`config.mk`:
```
export PLATFORM = sky130hd
export DESIGN_NAME = depth_pixel_backprojection_unit
export DESIGN_NICKNAME = d
export VERILOG_FILES = /design/src/dpbp_pkg.sv /design/src/dpbp_mult.sv /design/src/depth_pixel_backprojection_unit.sv
export SDC_FILE = /design/constraint.sdc
export NUM_CORES = 2
export LEC_CHECK = 0
export ABC_AREA = 1
export BUFFER_PORTS_ARGS = -buffer_cell sky130_fd_sc_hd__buf_2
export CAP_MARGIN = 30
export CELL_PAD_IN_SITES_DETAIL_PLACEMENT = 1
export CELL_PAD_IN_SITES_GLOBAL_PLACEMENT = 1
export CORE_MARGIN = 3
export CORE_UTILIZATION = 43
export CTS_BUF_LIST = sky130_fd_sc_hd__clkbuf_4 sky130_fd_sc_hd__clkbuf_8 sky130_fd_sc_hd__clkbuf_16
export CTS_CLUSTER_SIZE = 14
export DETAILED_ROUTE_END_ITERATION = 7
export PLACE_DENSITY = 0.79
export SYNTH_ARGS = -nofsm -noshare
export SYNTH_HDL_FRONTEND = slang
export SYNTH_HIERARCHICAL = 1
export SYNTH_SLANG_ARGS = --single-unit
```
`constraint.sdc`:
```
create_clock -name clk -period 9.2 [get_ports clk]
set_input_delay 0.92 -clock clk [delete_from_list [all_inputs] [get_ports clk]]
set_output_delay 0.92 -clock clk [all_outputs]
set_load 0.01 [all_outputs]
```
`src/dpbp_pkg.sv`:
```
// ----------------------------------------------------------------------------
// Depth pixel back-projection package
// Shared widths, register indexes, reset values and fixed-point helpers.
// ----------------------------------------------------------------------------
package dpbp_pkg;

    // Image dimension limit default.
    localparam int MAX_IMAGE_DIM_DEF = 4096;

    // Shared multiplier operand and product widths.
    localparam int MUL_A_W = 32;
    localparam int MUL_B_W = 24;
    localparam int PROD_W  = MUL_A_W + MUL_B_W;

    // Configuration register indexes.
    localparam logic [2:0] REG_CENTER_X  = 3'd0;
    localparam logic [2:0] REG_CENTER_Y  = 3'd1;
    localparam logic [2:0] REG_INV_FX    = 3'd2;
    localparam logic [2:0] REG_INV_FY    = 3'd3;
    localparam logic [2:0] REG_MAX_DEPTH = 3'd4;
    localparam logic [2:0] REG_IMG_W     = 3'd5;
    localparam logic [2:0] REG_IMG_H     = 3'd6;

    // Configuration reset values.
    localparam logic [15:0] MAX_DEPTH_RST = 16'd3000;
    localparam logic [12:0] IMG_W_RST     = 13'd640;
    localparam logic [12:0] IMG_H_RST     = 13'd480;

    // Saturating counters.
    localparam int          CNT_W   = 25;
    localparam logic [24:0] CNT_MAX = 25'h1FF_FFFF;

    // Q24 product to 1/16 mm: round half away from zero on the magnitude,
    // then negate for the camera frame axis and saturate to 24 bits signed.
    function automatic logic [23:0] round_negate_sat(input logic [PROD_W-1:0] prod,
                                                     input logic              offset_neg);
        logic [PROD_W:0]   sum;
        logic [PROD_W-24:0] q;
        logic [23:0]       res;
        sum = {1'b0, prod} + (PROD_W+1)'(24'h800000);
        q   = sum[PROD_W:24];
        if (offset_neg)
        begin
            // Negative offset turns into a positive axis value.
            if (q > (PROD_W-23)'(24'h7FFFFF))
                res = 24'h7FFFFF;
            else
                res = q[23:0];
        end
        else
        begin
            if (q >= (PROD_W-23)'(24'h800000))
                res = 24'h800000;
            else
                res = 24'(-q[23:0]);
        end
        return res;
    endfunction

endpackage

```
`src/dpbp_mult.sv`:
```
// ----------------------------------------------------------------------------
// Depth pixel back-projection shared multiplier
// One registered unsigned multiplier reused for every product of a pixel.
// ----------------------------------------------------------------------------
module dpbp_mult
    import dpbp_pkg::*;
(
    input  logic               clk,
    input  logic               en,
    input  logic [MUL_A_W-1:0] op_a,
    input  logic [MUL_B_W-1:0] op_b,
    output logic [PROD_W-1:0]  prod
);

    logic [PROD_W-1:0] prod_reg;
    logic [PROD_W-1:0] prod_next;

    assign prod_next = {{MUL_B_W{1'b0}}, op_a} * {{MUL_A_W{1'b0}}, op_b};

    always_ff @(posedge clk)
    begin
        if (en)
            prod_reg <= prod_next;
    end

    assign prod = prod_reg;

endmodule

```
`src/depth_pixel_backprojection_unit.sv`:
```
// ----------------------------------------------------------------------------
// Depth pixel back-projection unit
// Turns depth pixels into colored camera-frame points and tests box coverage.
// ----------------------------------------------------------------------------
// Each input transfer carries one depth pixel of a box. The unit accepts a
// pixel in ST_IDLE and steps through ST_MX1, ST_MX2, ST_MY1, ST_MY2 and
// ST_FIN before it takes the next pixel. The pace is set by a
// single 32x24 multiplier that is used four times per pixel: offset times
// depth and then times the reciprocal focal length, once for each image
// axis. A pixel is kept when its depth lies in (0, max_depth_mm], it lies
// inside the image (clamped to MAX_IMAGE_DIM) and both reciprocal focal
// lengths are non-zero. Kept pixels come out with point_valid set, forward in
// 1/16 mm and leftward/upward as the negated, rounded and saturated lateral
// offsets. Rejected pixels come out with all point fields zero. The pixel
// marked with tlast closes a box: its result carries tlast and box_keep,
// which is set when at least ten percent of the box's pixels were kept. The
// finished result sits in an output register, so the next pixel is accepted
// while it waits. Configuration registers are written with cfg_wr_en and
// must only be changed while no pixel is in flight.
// ----------------------------------------------------------------------------
module depth_pixel_backprojection_unit
    import dpbp_pkg::*;
#(
    parameter int MAX_IMAGE_DIM = MAX_IMAGE_DIM_DEF
)
(
    input  logic        clk,
    input  logic        rst_n,

    // Configuration write port.
    input  logic        cfg_wr_en,
    input  logic [2:0]  cfg_addr,
    input  logic [23:0] cfg_wr_data,

    // Pixel input.
    input  logic        s_tvalid,
    output logic        s_tready,
    // depth_raw[15:0], column[27:16], row_index[39:28], red_in[47:40],
    // green_in[55:48], blue_in[63:56]
    input  logic [63:0] s_tdata,
    // last_of_box
    input  logic        s_tlast,

    // Point output.
    output logic        m_tvalid,
    input  logic        m_tready,
    // forward[19:0], leftward[43:20], upward[67:44], red_out[75:68],
    // green_out[83:76], blue_out[91:84], zero fill [95:92]
    output logic [95:0] m_tdata,
    // point_valid[0], box_keep[1]
    output logic [1:0]  m_tuser,
    // box_end
    output logic        m_tlast
);

    // Sequencer states.
    localparam logic [2:0] ST_IDLE = 3'd0;
    localparam logic [2:0] ST_MX1  = 3'd1;
    localparam logic [2:0] ST_MX2  = 3'd2;
    localparam logic [2:0] ST_MY1  = 3'd3;
    localparam logic [2:0] ST_MY2  = 3'd4;
    localparam logic [2:0] ST_FIN  = 3'd5;

    localparam logic [12:0] DIM_LIMIT = 13'(MAX_IMAGE_DIM);

    // Configuration registers.
    logic [15:0] center_x_reg;
    logic [15:0] center_y_reg;
    logic [23:0] inv_fx_reg;
    logic [23:0] inv_fy_reg;
    logic [15:0] max_depth_reg;
    logic [12:0] img_w_reg;
    logic [12:0] img_h_reg;

    always_ff @(posedge clk or negedge rst_n)
    begin
        if (!rst_n)
        begin
            center_x_reg  <= '0;
            center_y_reg  <= '0;
            inv_fx_reg    <= '0;
            inv_fy_reg    <= '0;
            max_depth_reg <= MAX_DEPTH_RST;
            img_w_reg     <= IMG_W_RST;
            img_h_reg     <= IMG_H_RST;
        end
        else if (cfg_wr_en)
        begin
            case (cfg_addr)
                REG_CENTER_X:  center_x_reg  <= cfg_wr_data[15:0];
                REG_CENTER_Y:  center_y_reg  <= cfg_wr_data[15:0];
                REG_INV_FX:    inv_fx_reg    <= cfg_wr_data;
                REG_INV_FY:    inv_fy_reg    <= cfg_wr_data;
                REG_MAX_DEPTH: max_depth_reg <= cfg_wr_data[15:0];
                REG_IMG_W:     img_w_reg     <= cfg_wr_data[12:0];
                REG_IMG_H:     img_h_reg     <= cfg_wr_data[12:0];
                default:       ;
            endcase
        end
    end

    // Unpack the input transfer.
    logic [15:0] in_depth;
    logic [11:0] in_col;
    logic [11:0] in_row;
    assign in_depth = s_tdata[15:0];
    assign in_col   = s_tdata[27:16];
    assign in_row   = s_tdata[39:28];

    // Keep decision and pixel offsets, worked out at the accepting edge.
    logic [12:0] width_lim;
    logic [12:0] height_lim;
    logic        in_keep;
    logic [17:0] du_x;
    logic [17:0] du_y;
    logic [17:0] mag_x_full;
    logic [17:0] mag_y_full;

    assign width_lim  = (img_w_reg < DIM_LIMIT) ? img_w_reg : DIM_LIMIT;
    assign height_lim = (img_h_reg < DIM_LIMIT) ? img_h_reg : DIM_LIMIT;
    assign in_keep    = (inv_fx_reg != '0) && (inv_fy_reg != '0) &&
                        (in_depth != '0) && (in_depth <= max_depth_reg) &&
                        ({1'b0, in_col} < width_lim) && ({1'b0, in_row} < height_lim);

    // Offsets in 1/16 pixel; their magnitude never exceeds 16 bits.
    assign du_x       = {2'b00, in_col, 4'b0000} - {2'b00, center_x_reg};
    assign du_y       = {2'b00, in_row, 4'b0000} - {2'b00, center_y_reg};
    assign mag_x_full = du_x[17] ? 18'(-du_x) : du_x;
    assign mag_y_full = du_y[17] ? 18'(-du_y) : du_y;

    // Pixel holding registers.
    logic [2:0]  state_reg;
    logic [2:0]  state_next;
    logic [15:0] depth_reg;
    logic [15:0] mag_x_reg;
    logic [15:0] mag_y_reg;
    logic        neg_x_reg;
    logic        neg_y_reg;
    logic [23:0] color_reg;
    logic        keep_reg;
    logic        last_reg;
    logic [23:0] left_reg;

    logic        in_xfer;
    assign s_tready = (state_reg == ST_IDLE);
    assign in_xfer  = s_tvalid && s_tready;

    always_ff @(posedge clk)
    begin
        if (in_xfer)
        begin
            depth_reg <= in_depth;
            mag_x_reg <= mag_x_full[15:0];
            mag_y_reg <= mag_y_full[15:0];
            neg_x_reg <= du_x[17];
            neg_y_reg <= du_y[17];
            color_reg <= s_tdata[63:40];
            keep_reg  <= in_keep;
            last_reg  <= s_tlast;
        end
    end

    // Shared multiplier: first step is offset * depth, second step takes
    // that product times the reciprocal focal length.
    logic [MUL_A_W-1:0] mul_a;
    logic [MUL_B_W-1:0] mul_b;
    logic               mul_en;
    logic [PROD_W-1:0]  prod;

    always_comb
    begin
        mul_a  = '0;
        mul_b  = '0;
        mul_en = 1'b1;
        case (state_reg)
            ST_MX1:
            begin
                mul_a = MUL_A_W'(mag_x_reg);
                mul_b = MUL_B_W'(depth_reg);
            end
            ST_MX2:
            begin
                mul_a = prod[MUL_A_W-1:0];
                mul_b = inv_fx_reg;
            end
            ST_MY1:
            begin
                mul_a = MUL_A_W'(mag_y_reg);
                mul_b = MUL_B_W'(depth_reg);
            end
            ST_MY2:
            begin
                mul_a = prod[MUL_A_W-1:0];
                mul_b = inv_fy_reg;
            end
            default:
                mul_en = 1'b0;
        endcase
    end

    dpbp_mult u_mult (
        .clk  (clk),
        .en   (mul_en),
        .op_a (mul_a),
        .op_b (mul_b),
        .prod (prod)
    );

    // The horizontal result is finished while the vertical product starts.
    always_ff @(posedge clk)
    begin
        if (state_reg == ST_MY1)
            left_reg <= round_negate_sat(prod, neg_x_reg);
    end

    // Output register and box counters.
    logic        out_free;
    logic        load_out;
    logic        m_tvalid_reg;
    logic [95:0] m_tdata_reg;
    logic [1:0]  m_tuser_reg;
    logic        m_tlast_reg;
    logic [CNT_W-1:0] kept_reg;
    logic [CNT_W-1:0] pixel_reg;
    logic [CNT_W-1:0] kept_next;
    logic [CNT_W-1:0] pixel_next;
    logic [CNT_W+3:0] kept_x10;
    logic             box_keep;
    logic [23:0]      up_val;

    assign out_free = !m_tvalid_reg || m_tready;
    assign load_out = (state_reg == ST_FIN) && out_free;

    // Counts including the current pixel.
    assign pixel_next = (pixel_reg < CNT_MAX) ? pixel_reg + 1'b1 : pixel_reg;
    assign kept_next  = (keep_reg && (kept_reg < CNT_MAX)) ? kept_reg + 1'b1 : kept_reg;
    assign kept_x10   = (CNT_W+4)'({kept_next, 3'b000}) + (CNT_W+4)'({kept_next, 1'b0});
    assign box_keep   = last_reg && (kept_x10 >= (CNT_W+4)'(pixel_next));
    assign up_val     = round_negate_sat(prod, neg_y_reg);

    always_ff @(posedge clk or negedge rst_n)
    begin
        if (!rst_n)
        begin
            m_tvalid_reg <= 1'b0;
            kept_reg     <= '0;
            pixel_reg    <= '0;
        end
        else
        begin
            if (load_out)
                m_tvalid_reg <= 1'b1;
            else if (m_tready)
                m_tvalid_reg <= 1'b0;

            if (load_out)
            begin
                // The box closes with this pixel: start the next box at zero.
                kept_reg  <= last_reg ? '0 : kept_next;
                pixel_reg <= last_reg ? '0 : pixel_next;
            end
        end
    end

    always_ff @(posedge clk)
    begin
        if (load_out)
        begin
            if (keep_reg)
                m_tdata_reg <= {4'b0000, color_reg, up_val, left_reg, depth_reg, 4'b0000};
            else
                m_tdata_reg <= '0;
            m_tuser_reg <= {box_keep, keep_reg};
            m_tlast_reg <= last_reg;
        end
    end

    assign m_tvalid = m_tvalid_reg;
    assign m_tdata  = m_tdata_reg;
    assign m_tuser  = m_tuser_reg;
    assign m_tlast  = m_tlast_reg;

    // Sequencer.
    always_comb
    begin
        state_next = state_reg;
        case (state_reg)
            ST_IDLE: if (s_tvalid) state_next = ST_MX1;
            ST_MX1:  state_next = ST_MX2;
            ST_MX2:  state_next = ST_MY1;
            ST_MY1:  state_next = ST_MY2;
            ST_MY2:  state_next = ST_FIN;
            ST_FIN:  if (out_free) state_next = ST_IDLE;
            default: state_next = ST_IDLE;
        endcase
    end

    always_ff @(posedge clk or negedge rst_n)
    begin
        if (!rst_n)
            state_reg <= ST_IDLE;
        else
            state_reg <= state_next;
    end

endmodule
```
# Word-level counts from Yosys, hierarchy flattened
# Cells that the tools add are included.
# word_totals
output_inout_bits,101
register_bits,431
elab_cells,106
# op_classes
mul,1
n_reduce_logical,28
mux,20
n_lt_le_gt_ge,10
addsub,9
eq_ne,13
# ops
op,count
$mux W25,4
$mux W24,4
$pmux W32 S3,1
$pmux W24 S3,1
$add A56 B24 Y57 const B,1
$mul A32 B24 Y56,1
$add A25 B1 Y25 const B,2
$lt A25 B25 Y1 const B,2
$reduce_bool A24 Y1,2
$sub A16 B16 Y17,2
$ge A33 B24 Y1 const B,1
$gt A33 B23 Y1 const B,1
$mux W16,2
$neg A16 Y16,2
$add A28 B26 Y29,1
$ge A29 B25 Y1,1
$lt A12 B13 Y1,2
$lt A13 B13 Y1 const B,2
$mux W13,2
$neg A24 Y24,1
$pmux W3 S6,1
$le A16 B16 Y1,1
$reduce_and A2 Y1,8
$reduce_bool A16 Y1,1
13 further kinds,35

# Longest topological paths before layout
# logic_depth
depth_word,6
ltp_mapped,37
mapped_depth_nobuf,35

# By module
# Netlist, hierarchy kept.
# by_module_without_submodules
mod,cells_per_inst,seq_area_each_um2,area_per_inst_um2,instances
dpbp_mult,3788,1681.6,28519.9,1
depth_pixel_backprojection_unit,2964,10156.0,22880.7,1

# Worst setup path after synthesis
# No wires, ideal clock.
# synth_timing
path_kind,reg2reg
startpoint,register state_reg[2]
endpoint,"register u_mult.prod_reg[41] (netlist: u_mult/prod[41]), data pin"
n_path_buf,3
setup_time_ns,0.252
arrival_ns,7.618
slack_ns,1.330
stages_incl_launch_ff,30
cell_sequence,dfrtp_1 clkbuf_1 nor3_1 clkbuf_1 a22oi_1 nand2_1 clkbuf_1 nand2_1 fa_1 inv_1 fa_1 inv_1 fa_1 inv_1 fa_1 fa_1 fa_1 inv_1 fa_1 inv_1 ha_1 nand2_1 nor2_1 inv_1 nor2_4 nand3_1 nand3_1 nand2_1 nand3_1 nand2_1
# synth_between
elab_chain_len,4
word_cells_on_any_way,9
classes_between,mul: 1; eq/ne: 4; mux: 2; reduce/logical: 2
# synth_lines
element,line,source
start: declaration,depth_pixel_backprojection_unit.sv:132,logic [2:0] state_reg;
start signal: assignment,depth_pixel_backprojection_unit.sv:303,state_reg <= state_next;
$eq A3 B3 Y1 / $eq A3 B2 Y1 (equally long branches),depth_pixel_backprojection_unit.sv:175,case (state_reg)
$reduce_or A2 Y1 (no source line),--,
$pmux W32 S3 *,depth_pixel_backprojection_unit.sv:175,
via mul_a[5],depth_pixel_backprojection_unit.sv:165,logic [MUL_A_W-1:0] mul_a;
$mul A32 B24 Y56 *,dpbp_mult.sv:18,"assign prod_next = {{MUL_B_W{1'b0}}, op_a} * {{MUL_A_W{1'b0}}, op_b};"
via u_mult.prod_next[41],dpbp_mult.sv:16,logic [PROD_W-1:0] prod_next;
end signal: assignment,dpbp_mult.sv:23,prod_reg <= prod_next;
end: declaration,dpbp_mult.sv:15,logic [PROD_W-1:0] prod_reg;
# Mark *: on every way through the listed nets, which the timed path passes. The rest lies on a longest branch.
# A chain may end at the register's enable or synchronous reset.

# Worst setup path in the final report
# layout_timing
startpoint,register state_reg[2]
endpoint,"register u_mult.prod_reg[23] (netlist: u_mult/prod[23]), data pin"
# layout_between
elab_chain_len,4
word_cells_on_any_way,9
classes_between,mul: 1; eq/ne: 4; mux: 2; reduce/logical: 2
# layout_lines
element,line,source
$eq A3 B2 Y1 / $eq A3 B1 Y1 (equally long branches),depth_pixel_backprojection_unit.sv:175,
$reduce_or A2 Y1 (no source line),--,
$pmux W24 S3 *,depth_pixel_backprojection_unit.sv:175,
via mul_b[0],depth_pixel_backprojection_unit.sv:166,logic [MUL_B_W-1:0] mul_b;
$mul A32 B24 Y56 *,dpbp_mult.sv:18,
via u_mult.prod_next[23],dpbp_mult.sv:16,
# Marked as above.

==> results.toml <==
[status]
status = "finished clean"

[timing]
holdWs_ns = 0.149
clock.fmax_mhz = 114
timing.final.crit_share_pct = 95.4
max_slew.worst_pin.slew_ns = 1.07
rsz0062_at_grt = "no"
hold_viol = 0
fin_crit_ns = 8.78
final-setup-viol-count = 0
slew_violations = 0
slew_headroom_pct = 28.9
timing.final.ws_setup_ns = 0.422
fin_skew_ns = 0.0857
setup_tns_ns = 0

[final_layout]
instances_no_fill = 8558
drive_gt1_share_pct = 7.91
fill_cells = 14800
largest_reg_flops = 88
final_area_sq_um = 56700
final_nets = 7967
syn_to_final_growth_pct = 10.2

[clocking]
clkSinkCount = 423
clk_pin_slew_worst_paths_ns = 0.06
cts-root-buf = "clkbuf_16"
tritoncts = "done"
cts_setup_buffers = 0
clock_latency_ns = 0.71
clk_path_buf_depth = 3
cts-hold-fix-buffers = 0
cts_made_buffers = 54
htreeDepth = 2
cts_resized = 0

[route]
drt-initial-drc-count = 2887
ant_nets = 0
wire_per_inst_um = 20.5
vias = 44600
wl_um = 175000
vias_per_cell = 5.22
drc = 0
first_pass_iters = 6

[placed_design]
dpl.cell_count = 8455
place_congestion = 0.930
placed_area_sq_um = 54700
portBuffers = 189
dp_slack_ns = 0.578
dp_hpwl_um = 141000

[power]
p_leak_nw = 31.5
p_per_area_nw_per_um2 = 404
p_clk_share_pct = 10.1
p_switching_w = 0.0131
pwr-share-comb_pct = 75.0
p_int_w = 0.00981
sw_frac_of_total_pct = 57.2
ir_drop_v = 0.000418
seqPwrFrac_pct = 14.8

[floorplanning]
initial_core_util_pct = 43.4
die_area_sq_um = 124000
rows = 126
core_area_sq_um = 118000
num_io_pins = 198
die_width_um = 352
dieHeight_um = 352

[yosys]
synth_top_area_cell = "fa_1"
yosysSeqAreaShare_pct = 23.0
yosysWarnings = 6
post_synth.cell_area_avg_sq_um = 7.61
synth_top_area_share_pct = 25.7
synth-async-reset-ratio_pct = 41.6
synth_cell_types = 54
ys_seq_elements = 423
syn_area_sq_um = 51400
synth_edf_count = 247
synthFlopType = "edfxtp_1"
synthCells = 6752
synthTopCellsByArea = "fa_1, nand2_1, edfxtp_1, inv_1, dfrtp_1"

[run]
maxCapViolCount = 0

[global_route]
gr-total-overflow = 0
grt_start_max_net_pins = 72
track_usage_pct = 29.0
grt_pass1_wl_um = 278000
antenna_found_initial = 4
grt_pass1_vias = 49300

[worst_setup_path]
critical_path_class = "reg -> reg"
end_kind = "flop"
crit_path_max_incr_delay_ns = 0.88
worstPathRequired_ns = 9.59
cpMostUsedCell = "inv_1"
cp_data_arrival_time_ns = 9.17
reg2reg_depth = 28
cpMaxStageDelayCell = "o21ai_2"
cp-start-kind = "flop"
path_max_fanout = 22

[min_path]
hold_class = "in -> async"
## worst max-delay path: cells and delay by family (launching register included)
kind                     cells  cell delay [ns]
adder cells (fa/ha/maj)      8             3.86
AND/OR/NAND/NOR              7             1.22
AO/OA/AOI/OAI                1             0.88
flip-flops                   1             0.46
XOR/XNOR                     1             0.44
buffers and inverters       11             1.60
## power groups by stage
stage | logic (W) | clock network, W | registers, W
2_1_floorplan | 0.0111 | 0 | 0.00325
3_3_place_gp | 0.0164 | 0 | 0.00340
3_5_place_dp | 0.0171 | 0 | 0.00342
4_1_cts | 0.0172 | 0.00237 | 0.00339
5_1_grt | 0.0192 | 0.00245 | 0.00344
6_report | 0.0172 | 0.00232 | 0.00340
## stage by stage
step                      total power [W]  utilization, %
after floorplan                    0.0144               -
after global placement             0.0198            46.1
after detailed placement           0.0205            46.2
after CTS                          0.0230            47.8
after global routing               0.0251            47.9
final                              0.0229            47.9
## path summary, 6_finish.rpt
check | startpoint | to | slack, ns
setup / recovery | state_reg[2] | u_mult/prod[23] | 0.42
setup reg to reg | state_reg[2] | u_mult/prod[23] | 0.42
max in group asynchronous | rst_n | kept_reg[16] | 7.14
min in group clk | s_tdata[59] | color_reg[19] | 0.42
hold reg to reg | left_reg[22] | m_tdata[42] | 0.47
hold / removal | rst_n | img_h_reg[10] | 0.15
## layout by cell type, fill, tap and decap left out, types with 6 or more instances in the layout
cell and count:
nand2_1 2014, inv_1 1759, fa_1 659, ha_1 298, nor2_1 284, edfxtp_1 247, nand3_1 215, o21ai_0 200
buf_2 188, dfrtp_1 163, a21oi_1 142, buf_4 121, xor2_1 99, nor3_1 60, nand4_1 58, clkbuf_16 55
nor2_2 42, o22ai_1 33, a22oi_1 30, xnor2_1 24, nor4_1 23, nand2_2 22, o21ai_2 18, o21ai_1 16
o21bai_1 14, nand3b_1 13, dfstp_2 13, clkinv_2 10, a21o_1 9, nor2_4 9, clkbuf_4 9, or2_2 8
conb_1 8, bufinv_16 8, a31oi_1 7, inv_2 6, a21boi_0 6
## cells in the mapped netlist, types with 2 or more instances
cell	instances
nor2_8	2
and2_1	5
nand3b_1	13
o31ai_1	2
and3_1	2
dfrtp_1	163
buf_1	8
nand4_1	58
inv_2	6
inv_1	1760
ha_1	298
o21bai_1	14
buf_2	2
nor3_4	2
nor2_1	301
edfxtp_1	247
o21ai_0	217
a21oi_1	143
nor3_1	63
nor2_2	25
a21o_1	9
dfstp_2	13
o21ai_1	16
buf_4	10
nor4_1	23
nor2_4	9
nand2_1	2014
nand3_2	3
a31oi_1	7
fa_1	659
nand2_2	22
buf_6	5
clkbuf_1	194
a22oi_1	30
xnor2_1	24
xor2_1	99
a21boi_0	6
o22ai_1	35
o211ai_1	5
nand3_1	216
or2_2	8
a211oi_1	2
## per-layer routing
| metal | wire length (um) | GRT usage, % | vias to the layer above |
|---|---|---|---|
| li1 | - | - | 20300 |
| met1 | 73400 | 37.5 | 22600 |
| met2 | 83800 | 49.3 | 1393 |
| met3 | 11400 | 4.60 | 360 |
| met4 | 6780 | 10.1 | 2 |
| met5 | 16 | 0 | - |
## logic make-up (layout without fill, tap and decap cells)
kind of cell	Yosys count	in the layout	synth area share, %
fa+ha+maj	957	957	32.9
simple gates	2770	2770	22.0
other cells	1	9	0.00730
flops	423	423	23.0
buf+inv	1985	2183	14.6
xor+xnor	123	123	2.10
compound gates	493	493	5.28
## final cells by class
cell class | instances | area [sq um] | area share [%]
multi-input combinational | 4351 | 32200 | 56.9
sequential | 423 | 11800 | 20.9
inverter | 1766 | 6630 | 11.7
timing repair buffer | 317 | 2030 | 3.59
tap | 1600 | 2000 | 3.53
clock buffer | 65 | 1460 | 2.57
clock inverter | 35 | 482 | 0.850
antenna | 1 | 2.50 | 0.00442
Note: power is estimated with default switching activity, not from simulation.
